$ cat src/hdl/qesm_pkg.sv
// ----------------------------------------------------------------------------
// Quadrature edge speed meter package
// Shared widths, constants, register indexes, types and helper functions.
// ----------------------------------------------------------------------------
package qesm_pkg;

  // Fixed field widths.
  localparam int NOW_W   = 32;
  localparam int SPEED_W = 32;
  localparam int NUM_W   = 32;
  localparam int CFG_W   = 32;
  localparam int CFG_IDX_W = 1;

  // Defaults for the top level parameters.
  localparam int TIME_WIDTH_DEF  = 32;
  localparam int QUEUE_DEPTH_DEF = 2;

  // Register reset values.
  localparam logic [CFG_W-1:0] NUMERATOR_RST = 32'd109226623;
  localparam logic [CFG_W-1:0] TIMEOUT_RST   = 32'd100000;

  // Saturation limits of the signed speed.
  localparam logic [SPEED_W-1:0] SPEED_MAX = 32'h7FFF_FFFF;
  localparam logic [SPEED_W-1:0] SPEED_MIN = 32'h8000_0000;

  // Configuration register indexes.
  typedef enum logic [CFG_IDX_W-1:0] {
    REG_NUMERATOR = 1'b0,
    REG_TIMEOUT   = 1'b1
  } qesm_reg_t;

  // Classification of one sample, made by the front end.
  typedef struct packed {
    logic edge_seen;
    logic backward;
  } qesm_cls_t;

  // Back end sequencer states.
  typedef enum logic [1:0] {
    ST_IDLE,
    ST_DIV,
    ST_WRITE
  } qesm_state_t;

  // Backward order is 00 -> 01 -> 11 -> 10 -> 00, levels written as AB.
  function automatic logic is_backward(input logic [1:0] from_ab, input logic [1:0] to_ab);
    logic res;
    res = 1'b0;
    case (from_ab)
      2'b00:   res = (to_ab == 2'b01);
      2'b01:   res = (to_ab == 2'b11);
      2'b11:   res = (to_ab == 2'b10);
      2'b10:   res = (to_ab == 2'b00);
      default: res = 1'b0;
    endcase
    return res;
  endfunction

  // Turns an unsigned quotient into the saturated signed speed.
  function automatic logic [SPEED_W-1:0] sat_speed(input logic [NUM_W-1:0] mag,
                                                   input logic back);
    logic [SPEED_W-1:0] res;
    if (back) begin
      res = mag[NUM_W-1] ? SPEED_MIN : SPEED_W'(~mag + 1'b1);
    end else begin
      res = mag[NUM_W-1] ? SPEED_MAX : SPEED_W'(mag);
    end
    return res;
  endfunction

endpackage

$ cat src/hdl/qesm_if.sv
// ----------------------------------------------------------------------------
// Quadrature edge speed meter channels
// Valid/ready interfaces for the sample channel and the result channel.
// ----------------------------------------------------------------------------
interface qesm_in_if;
  logic                       valid;
  logic                       ready;
  logic                       a_level;
  logic                       b_level;
  logic [qesm_pkg::NOW_W-1:0] now_us;

  modport source (output valid, a_level, b_level, now_us, input ready);
  modport sink   (input valid, a_level, b_level, now_us, output ready);
endinterface

interface qesm_out_if;
  logic                                valid;
  logic                                ready;
  logic signed [qesm_pkg::SPEED_W-1:0] speed_q16;
  logic                                edge_seen;
  logic                                timed_out;
  logic                                backward;

  modport source (output valid, speed_q16, edge_seen, timed_out, backward, input ready);
  modport sink   (input valid, speed_q16, edge_seen, timed_out, backward, output ready);
endinterface

$ cat src/hdl/qesm_front.sv
// ----------------------------------------------------------------------------
// Quadrature edge speed meter front end
// Accepts samples, detects level changes and their direction, fills the queue.
// ----------------------------------------------------------------------------
module qesm_front #(
  parameter int TIME_WIDTH = qesm_pkg::TIME_WIDTH_DEF
) (
  input  logic                  clk,
  input  logic                  rst_n,
  qesm_in_if.sink               in_ch,
  input  logic                  q_full,
  output logic                  q_push,
  output qesm_pkg::qesm_cls_t   q_cls,
  output logic [TIME_WIDTH-1:0] q_now
);
  import qesm_pkg::*;

  logic prev_a_r, prev_a_nxt;
  logic prev_b_r, prev_b_nxt;

  // The previous levels always follow the last accepted sample.
  always_comb begin
    in_ch.ready     = !q_full;
    q_push          = in_ch.valid && !q_full;
    q_cls.edge_seen = (in_ch.a_level != prev_a_r) || (in_ch.b_level != prev_b_r);
    q_cls.backward  = is_backward({prev_a_r, prev_b_r}, {in_ch.a_level, in_ch.b_level});
    q_now           = TIME_WIDTH'({32'd0, in_ch.now_us});
    prev_a_nxt      = q_push ? in_ch.a_level : prev_a_r;
    prev_b_nxt      = q_push ? in_ch.b_level : prev_b_r;
  end

  always_ff @(posedge clk) begin
    if (!rst_n) begin
      prev_a_r <= 1'b0;
      prev_b_r <= 1'b0;
    end else begin
      prev_a_r <= prev_a_nxt;
      prev_b_r <= prev_b_nxt;
    end
  end

endmodule

$ cat src/hdl/qesm_fifo.sv
// ----------------------------------------------------------------------------
// Quadrature edge speed meter queue
// Small first-in first-out queue between the front end and the back end.
// ----------------------------------------------------------------------------
module qesm_fifo #(
  parameter int WIDTH = 34,
  parameter int DEPTH = qesm_pkg::QUEUE_DEPTH_DEF
) (
  input  logic             clk,
  input  logic             rst_n,
  input  logic             push,
  input  logic [WIDTH-1:0] wr_data,
  input  logic             pop,
  output logic [WIDTH-1:0] rd_data,
  output logic             full,
  output logic             not_empty
);
  import qesm_pkg::*;

  localparam int PTR_W = (DEPTH > 1) ? $clog2(DEPTH) : 1;
  localparam int CNT_W = $clog2(DEPTH + 1);

  logic [WIDTH-1:0] mem_r [DEPTH];
  logic [PTR_W-1:0] wr_ptr_r, wr_ptr_nxt;
  logic [PTR_W-1:0] rd_ptr_r, rd_ptr_nxt;
  logic [CNT_W-1:0] count_r, count_nxt;
  logic             do_push, do_pop;

  always_comb begin
    full       = (count_r == CNT_W'(DEPTH));
    not_empty  = (count_r != '0);
    do_push    = push && !full;
    do_pop     = pop && not_empty;
    rd_data    = mem_r[rd_ptr_r];
    wr_ptr_nxt = wr_ptr_r;
    rd_ptr_nxt = rd_ptr_r;
    count_nxt  = count_r;
    if (do_push) begin
      wr_ptr_nxt = (wr_ptr_r == PTR_W'(DEPTH - 1)) ? '0 : wr_ptr_r + 1'b1;
    end
    if (do_pop) begin
      rd_ptr_nxt = (rd_ptr_r == PTR_W'(DEPTH - 1)) ? '0 : rd_ptr_r + 1'b1;
    end
    if (do_push && !do_pop) begin
      count_nxt = count_r + 1'b1;
    end else if (do_pop && !do_push) begin
      count_nxt = count_r - 1'b1;
    end
  end

  always_ff @(posedge clk) begin
    if (!rst_n) begin
      wr_ptr_r <= '0;
      rd_ptr_r <= '0;
      count_r  <= '0;
    end else begin
      wr_ptr_r <= wr_ptr_nxt;
      rd_ptr_r <= rd_ptr_nxt;
      count_r  <= count_nxt;
    end
  end

  always_ff @(posedge clk) begin
    if (do_push) begin
      mem_r[wr_ptr_r] <= wr_data;
    end
  end

endmodule

$ cat src/hdl/qesm_div.sv
// ----------------------------------------------------------------------------
// Quadrature edge speed meter divider
// Radix-2 restoring divider, one quotient bit per clock cycle.
// ----------------------------------------------------------------------------
module qesm_div #(
  parameter int NUM_W = qesm_pkg::NUM_W,
  parameter int DEN_W = qesm_pkg::TIME_WIDTH_DEF
) (
  input  logic             clk,
  input  logic             rst_n,
  input  logic             start,
  input  logic [NUM_W-1:0] numer,
  input  logic [DEN_W-1:0] denom,
  output logic             done,
  output logic [NUM_W-1:0] quot
);
  import qesm_pkg::*;

  localparam int CNT_W = $clog2(NUM_W);

  logic             run_r, run_nxt;
  logic             done_r, done_nxt;
  logic [CNT_W-1:0] cnt_r, cnt_nxt;
  logic [NUM_W-1:0] quo_r, quo_nxt;
  logic [DEN_W-1:0] rem_r, rem_nxt;
  logic [DEN_W-1:0] den_r, den_nxt;
  logic [DEN_W:0]   rem_sh;
  logic [DEN_W:0]   diff;

  // The quotient register starts out holding the dividend; its top bit is
  // shifted into the partial remainder on each step.
  always_comb begin
    rem_sh   = {rem_r, quo_r[NUM_W-1]};
    diff     = rem_sh - {1'b0, den_r};
    run_nxt  = run_r;
    done_nxt = 1'b0;
    cnt_nxt  = cnt_r;
    quo_nxt  = quo_r;
    rem_nxt  = rem_r;
    den_nxt  = den_r;
    if (start) begin
      run_nxt = 1'b1;
      cnt_nxt = CNT_W'(NUM_W - 1);
      quo_nxt = numer;
      rem_nxt = '0;
      den_nxt = denom;
    end else if (run_r) begin
      if (!diff[DEN_W]) begin
        rem_nxt = diff[DEN_W-1:0];
        quo_nxt = {quo_r[NUM_W-2:0], 1'b1};
      end else begin
        rem_nxt = rem_sh[DEN_W-1:0];
        quo_nxt = {quo_r[NUM_W-2:0], 1'b0};
      end
      cnt_nxt = cnt_r - 1'b1;
      if (cnt_r == '0) begin
        run_nxt  = 1'b0;
        done_nxt = 1'b1;
      end
    end
    done = done_r;
    quot = quo_r;
  end

  always_ff @(posedge clk) begin
    if (!rst_n) begin
      run_r  <= 1'b0;
      done_r <= 1'b0;
    end else begin
      run_r  <= run_nxt;
      done_r <= done_nxt;
    end
  end

  always_ff @(posedge clk) begin
    cnt_r <= cnt_nxt;
    quo_r <= quo_nxt;
    rem_r <= rem_nxt;
    den_r <= den_nxt;
  end

endmodule

$ cat src/hdl/qesm_back.sv
// ----------------------------------------------------------------------------
// Quadrature edge speed meter back end
// Holds the speed state, runs the divider, handles timeouts, drives results.
// ----------------------------------------------------------------------------
module qesm_back #(
  parameter int TIME_WIDTH = qesm_pkg::TIME_WIDTH_DEF
) (
  input  logic                          clk,
  input  logic                          rst_n,
  input  logic                          cfg_we,
  input  logic [qesm_pkg::CFG_IDX_W-1:0] cfg_index,
  input  logic [qesm_pkg::CFG_W-1:0]    cfg_wdata,
  input  logic                          q_valid,
  input  qesm_pkg::qesm_cls_t           q_cls,
  input  logic [TIME_WIDTH-1:0]         q_now,
  output logic                          q_pop,
  qesm_out_if.source                    out_ch
);
  import qesm_pkg::*;

  localparam int CMP_W = (TIME_WIDTH > CFG_W) ? TIME_WIDTH : CFG_W;

  qesm_state_t          state_r, state_nxt;
  logic [CFG_W-1:0]     num_r, num_nxt;
  logic [CFG_W-1:0]     tmo_r, tmo_nxt;
  logic [TIME_WIDTH-1:0] last_event_r, last_event_nxt;
  logic [SPEED_W-1:0]   speed_r, speed_nxt;
  logic                 last_back_r, last_back_nxt;
  logic                 item_edge_r, item_edge_nxt;
  logic                 item_tmo_r, item_tmo_nxt;
  logic                 out_valid_r, out_valid_nxt;
  logic [SPEED_W-1:0]   out_speed_r, out_speed_nxt;
  logic                 out_edge_r, out_edge_nxt;
  logic                 out_tmo_r, out_tmo_nxt;
  logic                 out_back_r, out_back_nxt;
  logic [TIME_WIDTH-1:0] elapsed;
  logic                 div_start;
  logic                 div_done;
  logic [NUM_W-1:0]     div_quot;

  qesm_div #(
    .NUM_W (NUM_W),
    .DEN_W (TIME_WIDTH)
  ) u_div (
    .clk   (clk),
    .rst_n (rst_n),
    .start (div_start),
    .numer (num_r),
    .denom (elapsed),
    .done  (div_done),
    .quot  (div_quot)
  );

  always_comb begin
    elapsed        = q_now - last_event_r;
    state_nxt      = state_r;
    num_nxt        = num_r;
    tmo_nxt        = tmo_r;
    last_event_nxt = last_event_r;
    speed_nxt      = speed_r;
    last_back_nxt  = last_back_r;
    item_edge_nxt  = item_edge_r;
    item_tmo_nxt   = item_tmo_r;
    out_valid_nxt  = out_valid_r && !out_ch.ready;
    out_speed_nxt  = out_speed_r;
    out_edge_nxt   = out_edge_r;
    out_tmo_nxt    = out_tmo_r;
    out_back_nxt   = out_back_r;
    q_pop          = 1'b0;
    div_start      = 1'b0;

    if (cfg_we) begin
      case (cfg_index)
        REG_NUMERATOR: num_nxt = cfg_wdata;
        REG_TIMEOUT:   tmo_nxt = cfg_wdata;
        default:       num_nxt = num_r;
      endcase
    end

    case (state_r)
      ST_IDLE: begin
        if (q_valid) begin
          q_pop         = 1'b1;
          item_edge_nxt = q_cls.edge_seen;
          item_tmo_nxt  = 1'b0;
          state_nxt     = ST_WRITE;
          if (q_cls.edge_seen) begin
            last_back_nxt  = q_cls.backward;
            last_event_nxt = q_now;
            if (elapsed == '0) begin
              speed_nxt = q_cls.backward ? SPEED_MIN : SPEED_MAX;
            end else begin
              div_start = 1'b1;
              state_nxt = ST_DIV;
            end
          end else if ((speed_r != '0) && (CMP_W'(elapsed) > CMP_W'(tmo_r))) begin
            speed_nxt      = '0;
            last_event_nxt = q_now;
            item_tmo_nxt   = 1'b1;
          end
        end
      end
      ST_DIV: begin
        if (div_done) begin
          speed_nxt = sat_speed(div_quot, last_back_r);
          state_nxt = ST_WRITE;
        end
      end
      ST_WRITE: begin
        if (!out_valid_r || out_ch.ready) begin
          out_valid_nxt = 1'b1;
          out_speed_nxt = speed_r;
          out_edge_nxt  = item_edge_r;
          out_tmo_nxt   = item_tmo_r;
          out_back_nxt  = last_back_r;
          state_nxt     = ST_IDLE;
        end
      end
      default: state_nxt = ST_IDLE;
    endcase

    out_ch.valid     = out_valid_r;
    out_ch.speed_q16 = out_speed_r;
    out_ch.edge_seen = out_edge_r;
    out_ch.timed_out = out_tmo_r;
    out_ch.backward  = out_back_r;
  end

  always_ff @(posedge clk) begin
    if (!rst_n) begin
      state_r      <= ST_IDLE;
      num_r        <= NUMERATOR_RST;
      tmo_r        <= TIMEOUT_RST;
      last_event_r <= '0;
      speed_r      <= '0;
      last_back_r  <= 1'b0;
      out_valid_r  <= 1'b0;
    end else begin
      state_r      <= state_nxt;
      num_r        <= num_nxt;
      tmo_r        <= tmo_nxt;
      last_event_r <= last_event_nxt;
      speed_r      <= speed_nxt;
      last_back_r  <= last_back_nxt;
      out_valid_r  <= out_valid_nxt;
    end
  end

  always_ff @(posedge clk) begin
    item_edge_r <= item_edge_nxt;
    item_tmo_r  <= item_tmo_nxt;
    out_speed_r <= out_speed_nxt;
    out_edge_r  <= out_edge_nxt;
    out_tmo_r   <= out_tmo_nxt;
    out_back_r  <= out_back_nxt;
  end

endmodule

$ cat src/hdl/quadrature_edge_speed_meter.sv
// ----------------------------------------------------------------------------
// Quadrature edge speed meter
// Measures encoder speed as a constant divided by the time between edges.
// ----------------------------------------------------------------------------
//
//   Channel   Direction  Signals                                   Handshake
//   in_ch     sink       a_level, b_level, now_us                   valid/ready
//   out_ch    source     speed_q16, edge_seen, timed_out, backward  valid/ready
//   cfg_*     sink       cfg_we, cfg_index, cfg_wdata               write enable
//
// A sample that shows an edge with a nonzero elapsed time goes through the
// 32-step radix-2 divider in the back end, which it shares with no other
// unit. Any other sample passes from the idle state to the write state.
// The sample queue accepts new requests while the back end works, so the
// input stalls only once the queue is full. A result that is not taken holds
// the back end in its write state. Reset is synchronous and active low; it
// loads the register defaults and clears the speed state and the queue.
// ----------------------------------------------------------------------------
module quadrature_edge_speed_meter #(
  parameter int TIME_WIDTH  = qesm_pkg::TIME_WIDTH_DEF,
  parameter int QUEUE_DEPTH = qesm_pkg::QUEUE_DEPTH_DEF
) (
  input  logic                           clk,
  input  logic                           rst_n,
  qesm_in_if.sink                        in_ch,
  qesm_out_if.source                     out_ch,
  input  logic                           cfg_we,
  input  logic [qesm_pkg::CFG_IDX_W-1:0] cfg_index,
  input  logic [qesm_pkg::CFG_W-1:0]     cfg_wdata
);
  import qesm_pkg::*;

  // A queue entry is the classification of the sample and its timestamp.
  localparam int ENTRY_W = $bits(qesm_cls_t) + TIME_WIDTH;

  logic                  push;
  logic                  pop;
  logic                  q_full;
  logic                  q_valid;
  qesm_cls_t             front_cls;
  logic [TIME_WIDTH-1:0] front_now;
  logic [ENTRY_W-1:0]    q_rd_data;
  qesm_cls_t             back_cls;
  logic [TIME_WIDTH-1:0] back_now;

  // The front end only needs the previous levels, which always follow the
  // last accepted sample, so it can classify a request ahead of the back end.
  qesm_front #(
    .TIME_WIDTH (TIME_WIDTH)
  ) u_front (
    .clk    (clk),
    .rst_n  (rst_n),
    .in_ch  (in_ch),
    .q_full (q_full),
    .q_push (push),
    .q_cls  (front_cls),
    .q_now  (front_now)
  );

  qesm_fifo #(
    .WIDTH (ENTRY_W),
    .DEPTH (QUEUE_DEPTH)
  ) u_fifo (
    .clk       (clk),
    .rst_n     (rst_n),
    .push      (push),
    .wr_data   ({front_cls, front_now}),
    .pop       (pop),
    .rd_data   (q_rd_data),
    .full      (q_full),
    .not_empty (q_valid)
  );

  assign back_cls = q_rd_data[ENTRY_W-1:TIME_WIDTH];
  assign back_now = q_rd_data[TIME_WIDTH-1:0];

  // The back end owns the event time, the speed and the direction flag, and
  // the configuration registers that act on them.
  qesm_back #(
    .TIME_WIDTH (TIME_WIDTH)
  ) u_back (
    .clk       (clk),
    .rst_n     (rst_n),
    .cfg_we    (cfg_we),
    .cfg_index (cfg_index),
    .cfg_wdata (cfg_wdata),
    .q_valid   (q_valid),
    .q_cls     (back_cls),
    .q_now     (back_now),
    .q_pop     (pop),
    .out_ch    (out_ch)
  );

endmodule

$ cat src/flat_wrapper.sv
// flat-port wrapper written by rule: the top's interface ports become plain ports
module quadrature_edge_speed_meter_flat import qesm_pkg::*;
#(
  parameter int TIME_WIDTH  = qesm_pkg::TIME_WIDTH_DEF,
  parameter int QUEUE_DEPTH = qesm_pkg::QUEUE_DEPTH_DEF
)
  (clk, rst_n, cfg_we, cfg_index, cfg_wdata, in_ch_valid, in_ch_a_level, in_ch_b_level, in_ch_now_us, in_ch_ready, out_ch_valid, out_ch_speed_q16, out_ch_edge_seen, out_ch_timed_out, out_ch_backward, out_ch_ready);
  qesm_in_if in_ch_i ();
  qesm_out_if out_ch_i ();
  input  logic clk;
  input  logic rst_n;
  input  logic cfg_we;
  input  logic [qesm_pkg::CFG_IDX_W-1:0] cfg_index;
  input  logic [qesm_pkg::CFG_W-1:0] cfg_wdata;
  input wire logic [$bits(in_ch_i.valid)-1:0] in_ch_valid;
  input wire logic [$bits(in_ch_i.a_level)-1:0] in_ch_a_level;
  input wire logic [$bits(in_ch_i.b_level)-1:0] in_ch_b_level;
  input wire logic [$bits(in_ch_i.now_us)-1:0] in_ch_now_us;
  output wire logic [$bits(in_ch_i.ready)-1:0] in_ch_ready;
  output wire logic [$bits(out_ch_i.valid)-1:0] out_ch_valid;
  output wire logic [$bits(out_ch_i.speed_q16)-1:0] out_ch_speed_q16;
  output wire logic [$bits(out_ch_i.edge_seen)-1:0] out_ch_edge_seen;
  output wire logic [$bits(out_ch_i.timed_out)-1:0] out_ch_timed_out;
  output wire logic [$bits(out_ch_i.backward)-1:0] out_ch_backward;
  input wire logic [$bits(out_ch_i.ready)-1:0] out_ch_ready;
  assign in_ch_i.valid = in_ch_valid;
  assign in_ch_i.a_level = in_ch_a_level;
  assign in_ch_i.b_level = in_ch_b_level;
  assign in_ch_i.now_us = in_ch_now_us;
  assign in_ch_ready = in_ch_i.ready;
  assign out_ch_valid = out_ch_i.valid;
  assign out_ch_speed_q16 = out_ch_i.speed_q16;
  assign out_ch_edge_seen = out_ch_i.edge_seen;
  assign out_ch_timed_out = out_ch_i.timed_out;
  assign out_ch_backward = out_ch_i.backward;
  assign out_ch_i.ready = out_ch_ready;
  quadrature_edge_speed_meter #(.TIME_WIDTH(TIME_WIDTH), .QUEUE_DEPTH(QUEUE_DEPTH)) u_core (.clk(clk), .rst_n(rst_n), .in_ch(in_ch_i), .out_ch(out_ch_i), .cfg_we(cfg_we), .cfg_index(cfg_index), .cfg_wdata(cfg_wdata));
endmodule
$ cat config.mk
export PLATFORM = sky130hd
export DESIGN_NAME = quadrature_edge_speed_meter_flat
export DESIGN_NICKNAME = d
export VERILOG_FILES = /design/src/hdl/qesm_pkg.sv /design/src/hdl/qesm_if.sv /design/src/hdl/qesm_front.sv /design/src/hdl/qesm_fifo.sv /design/src/hdl/qesm_div.sv /design/src/hdl/qesm_back.sv /design/src/hdl/quadrature_edge_speed_meter.sv /design/src/flat_wrapper.sv
export SDC_FILE = /design/constraint.sdc
export NUM_CORES = 1
export LEC_CHECK = 0
export ABC_AREA = 1
export BUFFER_PORTS_ARGS = -buffer_cell sky130_fd_sc_hd__clkbuf_2
export CORE_MARGIN = 1
export CORE_UTILIZATION = 35
export DETAILED_ROUTE_END_ITERATION = 8
export PLACE_DENSITY_LB_ADDON = 0.08
export SLEW_MARGIN = 30
export SYNTH_ARGS = -nofsm -noshare
export SYNTH_HDL_FRONTEND = slang
export SYNTH_SLANG_ARGS = --single-unit
$ cat constraint.sdc
create_clock -name clk -period 9.22 [get_ports clk]
set_clock_uncertainty 0.2 [all_clocks]
set_input_delay 1.383 -clock clk [delete_from_list [all_inputs] [get_ports clk]]
set_output_delay 1.383 -clock clk [all_outputs]
set_load 0.02 [all_outputs]
==> results.yml <==
logic_synthesis:
  async_flop_share_pct: 0
  synth-compound-area-share_pct: 11.9
  synth-edff-count: 169
  ys_warn_count: 0
  syn_avg_cell_area_um2: 7.58
  synth.net_count: 2783
  synth_top_family_by_area: "simple AND/OR/NAND/NOR gates"
  ys_seq_area_share_pct: 43.7
  synthDistinctLibCells: 48
  synth_cells: 2611
  synth_mux_area_share_pct: 1.86
  synthSimpleGateAreaFrac_pct: 24.5
  synthAdderAreaFrac_pct: 6.40
  syn_area_mm2: 0.0198
  synthXorXnorAreaFrac_pct: 1.55
  synth-main-ff-cell: "dfxtp_1"
  synth-seq-cells: 347
cells_and_area:
  stdcell_count: 3475
  drive_gt1_share_pct: 9.68
  final_nets: 2865
  n_antenna_cell: 0
  utilization_pct: 40.7
  area_growth_pct: 14.0
placement:
  post-place-ws_ns: 3.29
  gp_congestion: 0.917
  numPortBuffers: 108
  dpl.hpwl_um: 43100
  place_inst: 3395
timing:
  setup_tns_ns: 0
  min_period_ns: 5.95
  rsz0062_at_grt: "no"
  tightest_slew_ns: 0.831
  fmax_mhz: 168
  setup_viol: 0
  finalHoldViolCount: 0
  period_share_pct: 64.5
  whs_ns: 0.249
  final_max_slew_viol_count: 0
  slew_headroom_pct: 44.6
  fin_ws_ns: 3.27
route:
  drc: 0
  vias_per_cell: 4.87
  wirelength_um: 56400
  via_count: 16934
  ant_nets: 0
  wl_per_cell_um: 16.2
  drt_iter0_drc: 1060
  first_pass_iters: 5
clocking:
  cts_root_buf: "clkbuf_16"
  cts.sinks: 347
  postCtsHoldBufs: 0
  cts.clk_slew.worst_paths_ns: 0.06
  clockBufferDepth: 3
  cts_inserted_buffers: 42
  h-tree-depth: 2
  cts_setup_buffers: 0
  cts_tree: "yes"
  insertion_delay_ns: 0.58
  cts_resized: 0
power:
  p_int_uw: 4500
  power_frac_clock_pct: 21.5
  p_sw_uw: 3710
  pwr-share-seq_pct: 28.6
  power.density_mw_per_mm2: 364
  switching_share_pct: 45.2
  p_comb_share_pct: 49.9
  p_leak_uw: 0.0104
  irDropWorstVdd_v: 0.000206
die:
  ios: 109
  fp.dieH_um: 240
  core_mm2: 0.0554
  start_util_pct: 35.7
  fp.dieW_um: 240
  die_area_mm2: 0.0575
  fp-row-count: 86
run:
  cap_violations: 0
global_route:
  grt_pass1_vias: 16417
  gr-total-overflow: 0
  grt_usage_pct: 20.0
  grt_pass1_wl_um: 90000
  antenna_found_initial: 0
  grt_max_degree: 77
hold_path:
  hold_class: "reg2reg"
critical_path:
  end_kind: "register"
  cp_data_arrival_time_ns: 6.26
  crit_fanout: 64
  worstPathRequired_ns: 9.53
  crit_slowest_cell: "clkinv_2"
  critical-path-max-stage-delay_ns: 0.61
  cp-start-kind: "register"
  criticalPathCategory: "reg2reg"
  cpMostUsedCell: "nand2_1"
status:
  status: "finished, final reports clean"
[registers in the layout (all words and copies together), names as in the netlist, 2 cells and up, named ones only]
signal                          flops
u_core.u_back.state_r               2
u_core.u_back.speed_r              32
u_core.u_back.tmo_r                32
u_core.u_back.u_div.rem_r          32
u_core.u_fifo.count_r               2
u_core.u_back.num_r                32
u_core.u_back.u_div.den_r          32
u_core.u_back.out_ch.speed_q16     32
u_core.u_back.last_event_r         32
u_core.u_back.u_div.cnt_r           5
u_core.u_back.u_div.quot           32
u_core.u_fifo.mem_r                68
[cell type report]
| type | instances | area [um^2] |
|---|---|---|
| clock inverters | 19 | 268 |
| well taps | 748 | 936 |
| inverters | 413 | 1550 |
| fillers | 5741 | 32900 |
| flip-flops and latches | 347 | 8640 |
| multi-input cells | 1762 | 9180 |
| repair buffers | 127 | 766 |
| clock buffers | 59 | 1210 |
[metal layers]
metal  track usage [%]  vias up  share of wire [%]
met4              6.00        0                2.5
met2              31.8      296                 45
met3              2.80       68                4.1
met5                 0        -                  0
met1              27.8     7902                 49
li1                  -     8668                  -
[path summary, 6_finish.rpt]
kind	start	end	slack, ns	cells after the start
worst max register to register	register	u_core.u_back.speed_r[7]	3.27	28
worst min-delay path	u_core.u_back.item_tmo_r	u_core.u_back.out_ch.timed_out	0.25	0
worst min register to register	u_core.u_back.item_tmo_r	u_core.u_back.out_ch.timed_out	0.25	0
worst max-delay path	register	u_core.u_back.speed_r[7]	3.27	28
[power by group through the flow]
stage / clock network, uW / registers, uW / logic [uW]
after detailed placement: 0 / 2380 / 4080
final: 1760 / 2350 / 4100
after floorplan: 0 / 2340 / 2970
after global routing: 1860 / 2390 / 4660
after CTS: 1810 / 2350 / 4100
after global placement: 0 / 2380 / 4030
[cells in the final DEF (no fill, tap or decap), types with 19 or more instances in the layout]
| master | instances |
|---|---|
| a21oi_1 | 198 |
| clkbuf_16 | 44 |
| clkbuf_2 | 107 |
| dfxtp_1 | 178 |
| edfxtp_1 | 169 |
| ha_1 | 98 |
| inv_1 | 408 |
| mux2_2 | 30 |
| nand2_1 | 672 |
| nand3_1 | 148 |
| nand4_1 | 33 |
| nor2_1 | 214 |
| nor3_1 | 26 |
| o21ai_0 | 153 |
| xnor2_1 | 19 |
[worst max-delay path, delay by kind of cell (launching register included)]
family	cells	cell delay [ns]
AO/OA/AOI/OAI	1	0.19
adder cells (fa/ha/maj)	3	0.95
AND/OR/NAND/NOR	19	2.64
multiplexers	1	0.28
buffers and inverters	4	1.24
flip-flops	1	0.31
[synthesized netlist by cell type, drive strengths merged, types with 2 or more instances]
library cell  instances  area share [%]
nand2               680              13
inv                 412             7.8
nor2                223             4.3
a21oi               202             5.2
dfxtp               178              18
edfxtp              169              26
o21ai               168             4.3
nand3               151             3.9
ha                   98             6.2
clkbuf               53             1.0
buf                  36             1.3
nand4                33             1.0
mux2                 30             1.7
nor3                 27            0.68
xnor2                19            0.84
o211ai               18            0.68
a31oi                16            0.51
nor4                 16            0.51
xor2                 16            0.71
nand3b               14            0.53
or2                  10            0.32
o21a                  8            0.30
o21bai                7            0.27
a21o                  5            0.19
a21boi                4            0.15
o31ai                 4            0.15
and2                  3           0.095
mux2i                 3            0.15
fa                    2            0.20
[stage by stage]
step / total power (uW) / cell area (um^2)
after floorplan: 5310 / 19800
after global placement: 6410 / 21000
after detailed placement: 6460 / 21000
after CTS: 8260 / 22500
after global routing: 8920 / 22500
final: 8210 / 22500
[cells by family after synthesis]
kind of cell	Yosys count
AO/OA/AOI/OAI	435
XOR/XNOR	35
adder cells (fa/ha/maj)	100
buffers and inverters	502
flip-flops	347
multiplexers	33
AND/OR/NAND/NOR	1159
(Power assumes the default switching activity.)
